File: src/sv/ulbp_pkg.sv
package ulbp_pkg;

    localparam int CODE_W      = 8;
    localparam int LABEL_W     = 8;
    localparam int CNT_W       = 4;
    localparam int STEP_W      = 3;
    localparam int CFG_IDX_W   = 1;
    localparam int CFG_DATA_W  = 4;
    localparam int TABLE_DEPTH = 256;

    localparam logic [CODE_W-1:0] CODE_LAST = 8'hFF;
    localparam logic [STEP_W-1:0] STEP_LAST = 3'd7;

    localparam logic OP_BUILD  = 1'b0;
    localparam logic OP_LOOKUP = 1'b1;

    localparam logic [CFG_IDX_W-1:0] REG_MAX_TRANSITIONS    = 1'd0;
    localparam logic [CFG_IDX_W-1:0] REG_ROTATION_INVARIANT = 1'd1;

    typedef struct packed {
        logic              operation;
        logic [CODE_W-1:0] code;
    } in_word_t;

    typedef struct packed {
        logic [LABEL_W-1:0] label;
        logic [LABEL_W-1:0] null_label;
        logic               table_valid;
    } out_word_t;

    // Status of the rotate and compare unit toward the sequencer.
    typedef struct packed {
        logic              done;
        logic [CNT_W-1:0]  trans_cnt;
        logic [CODE_W-1:0] min_rot;
    } rot_status_t;

endpackage

File: src/sv/ulbp_rot_unit.sv
module ulbp_rot_unit (
    input  logic                          aclk,
    input  logic                          aresetn,
    input  logic                          start,
    input  logic [ulbp_pkg::CODE_W-1:0]   code_in,
    output ulbp_pkg::rot_status_t         status
);

    logic                          busy_reg;
    logic                          done_reg;
    logic [ulbp_pkg::STEP_W-1:0]   step_reg;
    logic [ulbp_pkg::CODE_W-1:0]   rot_reg;
    logic [ulbp_pkg::CODE_W-1:0]   best_reg;
    logic [ulbp_pkg::CNT_W-1:0]    cnt_reg;
    logic [ulbp_pkg::CODE_W-1:0]   rot_next;

    // One step rotates right by one, counts the transition between the two
    // low bits and keeps the smaller of the running minimum and the rotation.
    assign rot_next = {rot_reg[0], rot_reg[ulbp_pkg::CODE_W-1:1]};

    always_ff @(posedge aclk) begin
        if (!aresetn) begin
            busy_reg <= 1'b0;
            done_reg <= 1'b0;
            step_reg <= '0;
        end else begin
            done_reg <= busy_reg && (step_reg == ulbp_pkg::STEP_LAST);
            if (start) begin
                busy_reg <= 1'b1;
                step_reg <= '0;
            end else if (busy_reg) begin
                step_reg <= step_reg + 1'b1;
                if (step_reg == ulbp_pkg::STEP_LAST) begin
                    busy_reg <= 1'b0;
                end
            end
        end
    end

    always_ff @(posedge aclk) begin
        if (start) begin
            rot_reg  <= code_in;
            best_reg <= code_in;
            cnt_reg  <= '0;
        end else if (busy_reg) begin
            rot_reg <= rot_next;
            cnt_reg <= cnt_reg + {{(ulbp_pkg::CNT_W-1){1'b0}}, rot_reg[0] ^ rot_reg[1]};
            if (rot_next < best_reg) begin
                best_reg <= rot_next;
            end
        end
    end

    assign status.done      = done_reg;
    assign status.trans_cnt = cnt_reg;
    assign status.min_rot   = best_reg;

endmodule

File: src/sv/uniform_lbp_label_table.sv
// Channel   Direction  Word                   Handshake
// s_        in         ulbp_pkg::in_word_t    s_valid / s_ready
// m_        out        ulbp_pkg::out_word_t   m_valid / m_ready
// cfg_      in         index and data         cfg_wr_en, no wait
//
// m_valid rises after a lookup is accepted, once the registered read of the label memory
// has passed through ST_LK and ST_RESP, which holds while an earlier result waits on
// m_ready; the next word can be accepted as m_valid rises. A build makes two passes over
// all 256 codes, running the 8-step rotate and compare unit on each code in each pass, and
// a copy state for each rotation whose label is copied from the memory.
// s_ready is high only while the sequencer is idle; a result waiting on m_ready
// does not block acceptance, only the delivery of the next result.
// Reset clears the state, the flags and the null label and sets the transition limit to 8;
// the data registers are not reset, and the table holds nothing defined until the first build.
module uniform_lbp_label_table (
    input  logic                              aclk,
    input  logic                              aresetn,
    input  logic                              s_valid,
    output logic                              s_ready,
    input  ulbp_pkg::in_word_t                s_data,
    output logic                              m_valid,
    input  logic                              m_ready,
    output ulbp_pkg::out_word_t               m_data,
    input  logic                              cfg_wr_en,
    input  logic [ulbp_pkg::CFG_IDX_W-1:0]    cfg_addr,
    input  logic [ulbp_pkg::CFG_DATA_W-1:0]   cfg_wdata
);

    localparam logic [3:0] ST_IDLE    = 4'd0;
    localparam logic [3:0] ST_LK      = 4'd1;
    localparam logic [3:0] ST_RESP    = 4'd2;
    localparam logic [3:0] ST_B_START = 4'd3;
    localparam logic [3:0] ST_B_ROT   = 4'd4;
    localparam logic [3:0] ST_B_DEC   = 4'd5;
    localparam logic [3:0] ST_B_COPY  = 4'd6;
    localparam logic [3:0] ST_N_START = 4'd7;
    localparam logic [3:0] ST_N_ROT   = 4'd8;
    localparam logic [3:0] ST_N_DEC   = 4'd9;

    logic [3:0]                        state_reg, state_next;
    logic [ulbp_pkg::CODE_W-1:0]       code_reg, code_next;
    logic [ulbp_pkg::LABEL_W-1:0]      next_label_reg, next_label_next;
    logic [ulbp_pkg::LABEL_W-1:0]      null_reg, null_next;
    logic                              built_reg, built_next;
    logic [ulbp_pkg::LABEL_W-1:0]      res_label_reg, res_label_next;
    logic                              m_valid_reg, m_valid_next;
    ulbp_pkg::out_word_t               m_data_reg, m_data_next;
    logic [ulbp_pkg::CFG_DATA_W-1:0]   max_trans_reg;
    logic                              rot_inv_reg;

    logic [ulbp_pkg::LABEL_W-1:0]      label_mem [ulbp_pkg::TABLE_DEPTH];
    logic [ulbp_pkg::LABEL_W-1:0]      rdata_reg;
    logic                              mem_we;
    logic                              mem_re;
    logic [ulbp_pkg::CODE_W-1:0]       rd_addr;
    logic [ulbp_pkg::LABEL_W-1:0]      mem_wdata;

    logic                              unit_start;
    ulbp_pkg::rot_status_t             rot_st;
    logic                              uniform;
    logic                              last_code;
    logic                              s_fire;

    ulbp_rot_unit u_rot (
        .aclk    (aclk),
        .aresetn (aresetn),
        .start   (unit_start),
        .code_in (code_reg),
        .status  (rot_st)
    );

    assign uniform   = (rot_st.trans_cnt <= max_trans_reg);
    assign last_code = (code_reg == ulbp_pkg::CODE_LAST);
    assign s_ready   = (state_reg == ST_IDLE);
    assign s_fire    = s_valid && s_ready;
    assign m_valid   = m_valid_reg;
    assign m_data    = m_data_reg;

    always_ff @(posedge aclk) begin
        if (!aresetn) begin
            max_trans_reg <= 4'd8;
            rot_inv_reg   <= 1'b0;
        end else if (cfg_wr_en) begin
            unique case (cfg_addr)
                ulbp_pkg::REG_MAX_TRANSITIONS:    max_trans_reg <= cfg_wdata;
                ulbp_pkg::REG_ROTATION_INVARIANT: rot_inv_reg   <= cfg_wdata[0];
                default: ;
            endcase
        end
    end

    always_ff @(posedge aclk) begin
        if (mem_we) begin
            label_mem[code_reg] <= mem_wdata;
        end
        if (mem_re) begin
            rdata_reg <= label_mem[rd_addr];
        end
    end

    always_comb begin
        state_next      = state_reg;
        code_next       = code_reg;
        next_label_next = next_label_reg;
        null_next       = null_reg;
        built_next      = built_reg;
        res_label_next  = res_label_reg;
        m_valid_next    = m_valid_reg && !m_ready;
        m_data_next     = m_data_reg;
        mem_we          = 1'b0;
        mem_re          = 1'b0;
        rd_addr         = s_data.code;
        mem_wdata       = next_label_reg;
        unit_start      = 1'b0;

        unique case (state_reg)
            ST_IDLE: begin
                if (s_valid) begin
                    if (s_data.operation == ulbp_pkg::OP_LOOKUP) begin
                        mem_re     = 1'b1;
                        state_next = ST_LK;
                    end else begin
                        code_next       = '0;
                        next_label_next = '0;
                        state_next      = ST_B_START;
                    end
                end
            end
            ST_LK: begin
                res_label_next = rdata_reg;
                state_next     = ST_RESP;
            end
            ST_RESP: begin
                if (!m_valid_reg || m_ready) begin
                    m_valid_next            = 1'b1;
                    m_data_next.label       = res_label_reg;
                    m_data_next.null_label  = null_reg;
                    m_data_next.table_valid = built_reg;
                    state_next              = ST_IDLE;
                end
            end
            ST_B_START: begin
                unit_start = 1'b1;
                state_next = ST_B_ROT;
            end
            ST_B_ROT: begin
                if (rot_st.done) begin
                    state_next = ST_B_DEC;
                end
            end
            ST_B_DEC: begin
                if (uniform && rot_inv_reg && (rot_st.min_rot != code_reg)) begin
                    // A smaller rotation was labeled earlier; fetch its label.
                    rd_addr    = rot_st.min_rot;
                    mem_re     = 1'b1;
                    state_next = ST_B_COPY;
                end else begin
                    if (uniform) begin
                        mem_we          = 1'b1;
                        next_label_next = next_label_reg + 1'b1;
                    end
                    code_next  = code_reg + 1'b1;
                    state_next = last_code ? ST_N_START : ST_B_START;
                end
            end
            ST_B_COPY: begin
                mem_we     = 1'b1;
                mem_wdata  = rdata_reg;
                code_next  = code_reg + 1'b1;
                state_next = last_code ? ST_N_START : ST_B_START;
            end
            ST_N_START: begin
                null_next  = next_label_reg;
                unit_start = 1'b1;
                state_next = ST_N_ROT;
            end
            ST_N_ROT: begin
                if (rot_st.done) begin
                    state_next = ST_N_DEC;
                end
            end
            ST_N_DEC: begin
                mem_wdata = null_reg;
                mem_we    = !uniform;
                if (last_code) begin
                    built_next     = 1'b1;
                    res_label_next = null_reg;
                    state_next     = ST_RESP;
                end else begin
                    code_next  = code_reg + 1'b1;
                    state_next = ST_N_START;
                end
            end
            default: begin
                state_next = ST_IDLE;
            end
        endcase
    end

    always_ff @(posedge aclk) begin
        if (!aresetn) begin
            state_reg   <= ST_IDLE;
            null_reg    <= '0;
            built_reg   <= 1'b0;
            m_valid_reg <= 1'b0;
        end else begin
            state_reg   <= state_next;
            null_reg    <= null_next;
            built_reg   <= built_next;
            m_valid_reg <= m_valid_next;
        end
    end

    always_ff @(posedge aclk) begin
        code_reg       <= code_next;
        next_label_reg <= next_label_next;
        res_label_reg  <= res_label_next;
        m_data_reg     <= m_data_next;
    end

    assert property (@(posedge aclk) disable iff (!aresetn)
        mem_we |-> !s_ready)
    else $error("label memory written while the block is idle");

    assert property (@(posedge aclk) disable iff (!aresetn)
        (s_fire && (s_data.operation == ulbp_pkg::OP_LOOKUP)) |=> (state_reg == ST_LK))
    else $error("accepted lookup did not start a memory read");

    assert property (@(posedge aclk) disable iff (!aresetn)
        !$fell(built_reg))
    else $error("table valid flag dropped after a build");

    assert property (@(posedge aclk) disable iff (!aresetn)
        rot_st.done |-> ((state_reg == ST_B_ROT) || (state_reg == ST_N_ROT)))
    else $error("rotate unit finished outside a wait state");

    assert property (@(posedge aclk) disable iff (!aresetn)
        (state_reg == ST_RESP && (!m_valid_reg || m_ready)) |=> m_valid_reg)
    else $error("result not presented after the sequencer finished");

endmodule
File: config.mk
export PLATFORM = sky130hd
export DESIGN_NAME = uniform_lbp_label_table
export DESIGN_NICKNAME = d
export VERILOG_FILES = /design/src/sv/ulbp_pkg.sv /design/src/sv/ulbp_rot_unit.sv /design/src/sv/uniform_lbp_label_table.sv
export SDC_FILE = /design/constraint.sdc
export NUM_CORES = 2
export LEC_CHECK = 0
export BUFFER_PORTS_ARGS = -buffer_cell sky130_fd_sc_hd__buf_2
export CELL_PAD_IN_SITES_DETAIL_PLACEMENT = 1
export CELL_PAD_IN_SITES_GLOBAL_PLACEMENT = 2
export CORE_MARGIN = 2
export CORE_UTILIZATION = 50
export DETAILED_ROUTE_END_ITERATION = 8
export HOLD_SLACK_MARGIN = 0.08
export PLACE_DENSITY_LB_ADDON = 0.08
export SLEW_MARGIN = 10
export SYNTH_ARGS = -nofsm -noshare
export SYNTH_HDL_FRONTEND = slang
export SYNTH_SLANG_ARGS = --single-unit
File: constraint.sdc
create_clock -name aclk -period 12.3 [get_ports aclk]
set_input_delay 3.075 -clock aclk [delete_from_list [all_inputs] [get_ports aclk]]
set_output_delay 3.075 -clock aclk [all_outputs]
set_load 0.02 [all_outputs]
# Word-level counts from Yosys, hierarchy flattened
# Memories as Yosys holds them, arrays and structs flattened. A register that Yosys moved wholly into a read port is not among the register bits.
# Cells that the tools add are included.
totals:
  output_inout_bits: 19
  input_bits: 19
  register_bits: 85
  n_memories: 1
  wordCells: 116
  mem_bits_rw: 2048
classes:
  reduce_logical: 25
  addsub: 4
  bitwise: 3
  muxes: 42
  n_eq_ne: 21
  magnitude_cmp: 2
mem_list:
  columns: ["memory", "words", "word_bits", "rd", "rd_ports_with_merged_regs", "wr", "line_no", "rtl"]
  rows:
  - ["label_mem", 256, 8, 1, 1, 1, "uniform_lbp_label_table.sv:51", "logic [ulbp_pkg::LABEL_W-1:0] label_mem [ulbp_pkg::TABLE_DEPTH];"]
ops:
  columns: ["cell", "count"]
  rows:
  - ["2-to-1 mux 8 bit", 14]
  - ["case mux 8 bit (2 select lines)", 3]
  - ["case mux 4 bit (10 select lines)", 1]
  - ["case mux 8 bit (4 select lines)", 1]
  - ["adder 8 x 1 -> 8 bit (second input constant)", 2]
  - ["equality test 4 x 3 -> 1 bit (second input constant)", 4]
  - ["2-to-1 mux 4 bit", 4]
  - ["!= test 2 bit (second input constant)", 7]
  - ["2-to-1 mux 1 bit", 13]
  - ["AND reduction 2 bit", 6]
  - ["AND reduction 5 bit", 2]
  - ["2-to-1 mux 3 bit", 3]
  - ["equality test 4 x 2 -> 1 bit (second input constant)", 2]
  - ["equality test 4 bit (second input constant)", 2]
  - ["equality test 8 bit (second input constant)", 1]
  - ["less-than comparator 8 bit", 1]
  - ["!= test 8 bit", 1]
  - ["nonzero test 2 bit", 4]
  - ["adder 4 x 1 -> 4 bit", 1]
  - ["equality test 4 x 1 -> 1 bit (second input constant)", 1]
  - ["<= comparator 4 bit", 1]
  - ["logical AND 1 bit", 4]
  - ["logical NOT 4 bit", 1]
  - ["!= test 2 x 1 -> 1 bit (second input constant)", 2]
  - ["other kinds (12)", 16]

# Longest topological paths before layout
logic_depth:
  depth_word: 7
  depth_mapped: 16
  depth_no_buf: 12

# Hierarchy
# From an unflattened synthesis, not the netlist that was laid out.
hier_totals:
  cells_unflattened: 6132
  area_unflattened_um2: 84653.7
by_module_without_submodules:
  columns: ["mod", "seq_area_each_um2", "instances", "area_per_inst_um2", "cells_per_inst"]
  rows:
  - ["uniform_lbp_label_table", 63350.8, 1, 83468.8, 6043]
  - ["ulbp_rot_unit", 660.6, 1, 1184.9, 89]

# Worst setup path after synthesis
# Ideal clock, no wire load.
synth_path:
  path_kind: "register to register"
  start: "register state_reg[1]"
  end: "memory label_mem[0][0] (netlist name) (data pin)"
  setup_slack_ns: 6.394
  setup_ns: 1.518
  required_ns: 10.782
  period_less_slack_ns: 5.906
  arrival_ns: 4.388
  n_path_buf: 2
  path_stages_with_launch: 8
  cell_sequence: "dfxtp_1 -> buf_4 -> nor2_1 -> and3_1 -> clkbuf_1 -> nor2_1 -> nand2_1 -> nand3_1"
synth_via:
  elab_chain_len: 2
  elab_cells_between_ends: 3
  classes_between: "2 x eq/ne; 1 x mux"
synth_lines:
  columns: ["item", "line_no", "rtl"]
  rows:
  - ["start: declaration", "uniform_lbp_label_table.sv:40", "logic [3:0] state_reg, state_next;"]
  - ["start signal: assignment", "uniform_lbp_label_table.sv:207", "state_reg <= state_next;"]
  - ["equality test 4 bit / equality test 4 x 3 -> 1 bit (equally long branches)", "uniform_lbp_label_table.sv:116", "unique case (state_reg)"]
  - ["case mux 8 bit (2 select lines) (*)", "uniform_lbp_label_table.sv:116", null]
  - ["via mem_wdata, one bit", "uniform_lbp_label_table.sv:56", "logic [ulbp_pkg::LABEL_W-1:0] mem_wdata;"]
  - ["end: declaration", "uniform_lbp_label_table.sv:51", null]
# Mark *: on every way through the listed nets, which the timed path passes. The rest lies on a longest branch.

# Worst setup path after layout
layout_path:
  start: "input port s_data[0] (netlist name)"
  end: "register rdata_reg[1] (netlist name) (read register of label_mem) (data pin)"
layout_via:
  elab_chain_len: 2
layout_lines:
  columns: ["item", "line_no", "rtl"]
  rows:
  - ["start: declaration", "uniform_lbp_label_table.sv:20", "input ulbp_pkg::in_word_t s_data,"]
  - ["2-to-1 mux 8 bit", "uniform_lbp_label_table.sv:152", "if (uniform && rot_inv_reg && (rot_st.min_rot != code_reg)) begin"]
  - ["2-to-1 mux 8 bit (*)", "uniform_lbp_label_table.sv:116", null]
  - ["end: declaration", "uniform_lbp_label_table.sv:52", "logic [ulbp_pkg::LABEL_W-1:0] rdata_reg;"]
# Every way passes the cells marked *; elsewhere a longest branch is shown, timed or not.
# A chain may end at the register's enable or synchronous reset.

==> impl_results.md <==
* Area occupied by multi-input gates at 19,100 um2
* Nets at 6,136
* Setup TNS at 0 ns
* Met1 global-route usage at 40.0%
* Area of the die at 173,000 um2
* Finished Layout Cells at 8,484
* GPL Wtd Cong at 0.823
* Worst path arrival time at 7.74 ns
* Post-Syn Instances at 6,140
* Initial Utilization at 50.5%
* Slew headroom at 4.08%
* Dpl ws at 4.26 ns
* Setup WS post-layout at 5.10 ns
* Die extent in y at 415 um
* Die Wd at 415 um
* Distinct cells, synth at 52
* Yosys reg bits at 2,141
* Final Max Tran Viols at 0
* Rows at 150
* DR iter-0 viols at 4,966
* Worst-margin pin slew at 1.44 ns
* Sequential share of the synthesized area at 75.7%
* Hold Slack at 0.425 ns
* Final Hold Fails at 0
* First-pass GRT wire length at 367,000 um
* CP Launch Point: s_data[0]
* Detailed Place HPWL at 147,000 um
* VDD IR max at 0.170 mV
* CTS HTree Levels at 4
* Clock Sink Count at 2,141
* Storage cell area at 64,000 um2
* WL per Instance at 29.6 um
* Synth warn at 0
* Hold_sp: res_label_reg[0]$_DFFE_PP_
* PostCTS Resize Cnt at 0
* Period utilization at 58.5%
* Diode count at 0
* Postcts setup bufs at 0
* Gr usage total at 28.9%
* CTS Root Cell: clkbuf_16
* Antenna violations before repair at 4
* DR pass1 iterations at 5
* Syn avg cell area at 13.8 um2
* Met3 usage at 4.01%
* Setup CP Type: primary input to register
* PortBufs at 37
* Crit path capture type: register
* PD cells at 178 nW/um2
* Vias in the first global route at 52,800
* Vias/cell at 6.10
* Total Power at 16.7 mW
* Cts bufs inserted at 217
* Clock-pin transition on the worst setup and hold timing paths at 0.06 ns
* Io pins at 38
* Routed WL at 251,000 um
* RSZ-0062 raised after global routing: no
* Fill cells at 15,900
* Worst R2R Start: u_rot.best_reg[2]$_DFFE_PP_
* GRT busiest layer: met2
* M2 GR Usage at 47.8%
* WP data required at 12.84 ns
* CTS max path bufs at 3
* Later-pin clock latency in the skew report at 0.86 ns
* Crit path max fanout at 121
* Antenna-violating nets left at 0
* Core area at 168,000 um2
* Worst Hold Class: register to register
* Grt ovf at 0
* Dpl cells at 8,082
* Synth Flop Type: edfxtp_1
* Synth Cell Area at 84,600 um2
* Max-Cap Viols at 0
* CTS Hold Buffers Added at 0
* Synthesized netlist net count at 6,179
* Layout cells sized above 1 at 8.03%
* DR vias at 51,800
* Final min period at 7.20 ns
* Max reg flops at 2,048
* # setup viols final at 0
* Status: finished clean
* Crit path launch type: primary input
* CTS tree: done
* Largest net degree at the start of global routing at 205
* Fmax at 0.139 GHz
* Residual DRC at 0
* Layout area overhead at 11.0%
* Post-synth EDFFs at 2,113
* Clock skew at 0.0223 ns
* Synth async-reset ratio at 0%
* Pleak at 31.1 nW
-- cells in the mapped netlist, drive strengths merged (13+ instances only) --
cell	count	area share (%)
edfxtp	2113	75
nand2	1538	6.8
nand3	352	2.1
a21oi	330	2.0
mux2i	327	3.9
nor2	302	1.3
buf	264	1.6
nand4	130	0.96
clkbuf	129	0.57
o22ai	128	0.95
nor4	93	0.69
o21ai	76	0.45
a31oi	71	0.56
a32oi	64	0.66
a41oi	35	0.38
dfxtp	28	0.66
xor2	21	0.22
ha	20	0.30
inv	19	0.084
nor2b	16	0.12
nand2b	13	0.096
-- report_power, final --
group	switching [mW]	internal, mW
clock network	2.83	3.62
registers	0.0581	8.70
logic	1.30	0.232
total	4.19	12.6
-- metrics by stage --
step                      cell area, um2  utilization, %
after floorplan                    84600               -
after global placement             87000            51.9
after detailed placement           87000            51.9
after CTS                          93900            56.0
after global routing               93900            56.0
final                              93900            56.0
-- area by class of cell --
type | instances | share of cell area (%)
Multi-Input combinational cell | 3587 | 20.3
Tap cell | 2204 | 2.94
Inverter | 19 | 0.0760
Timing Repair Buffer | 131 | 1.18
Clock inverter | 154 | 1.38
Sequential cell | 2141 | 68.2
Clock buffer | 248 | 5.93
-- cells by family after synthesis --
kind of cell / count (synthesis) / synth area share, %
simple gates: 2476 / 12.4
flops: 2141 / 75.7
compound gates: 738 / 5.28
buf+inv: 412 / 2.26
mux: 328 / 3.88
xor+xnor: 25 / 0.259
fa+ha+maj: 20 / 0.296
-- routing by layer --
layer | share of wire [%] | vias to the layer above
met5 | 0.010 | -
met4 | 2.9 | 4
met3 | 5.5 | 373
met2 | 49 | 1532
met1 | 43 | 27200
li1 | - | 22700
-- cells in the final DEF, fill, tap and decap left out, types with 28 or more instances in the layout --
cell type	synthesis	routed
edfxtp_1	2113	2113
mux2i_1	327	326
nand3_1	352	344
a32oi_1	64	64
clkbuf_1	129	30
clkbuf_16	0	218
nand4_1	130	130
buf_2	225	37
a41oi_1	33	32
a21oi_1	330	330
a31oi_1	66	66
buf_4	17	77
o22ai_1	128	128
nor2_1	302	301
clkinv_1	0	60
nor4_1	93	78
clkinv_2	0	53
dfxtp_1	28	28
o21ai_0	75	74
nand2_1	1538	1523
-- worst max-delay path: stages --
cell	delay, ns
buf_2	0.12
mux2i_4	0.77
buf_4	0.63
buf_12	0.55
mux2i_1	0.29
a32oi_1	0.12
nand4_1	0.30
a41oi_1	0.34
nor4_1	1.09
nand3_1	0.20
-- final timing paths --
| check | slack [ns] | cells after the start | to |
|---|---|---|---|
| hold reg to reg | 0.42 | 0 | m_data[9]$_DFFE_PP_ |
| hold / removal | 0.42 | 0 | m_data[9]$_DFFE_PP_ |
| setup reg to reg | 5.75 | 12 | rdata_reg[1]$_DFFE_PP_ |
| setup / recovery | 5.10 | 10 | rdata_reg[1]$_DFFE_PP_ |
Power figures use the tool's default switching activity.
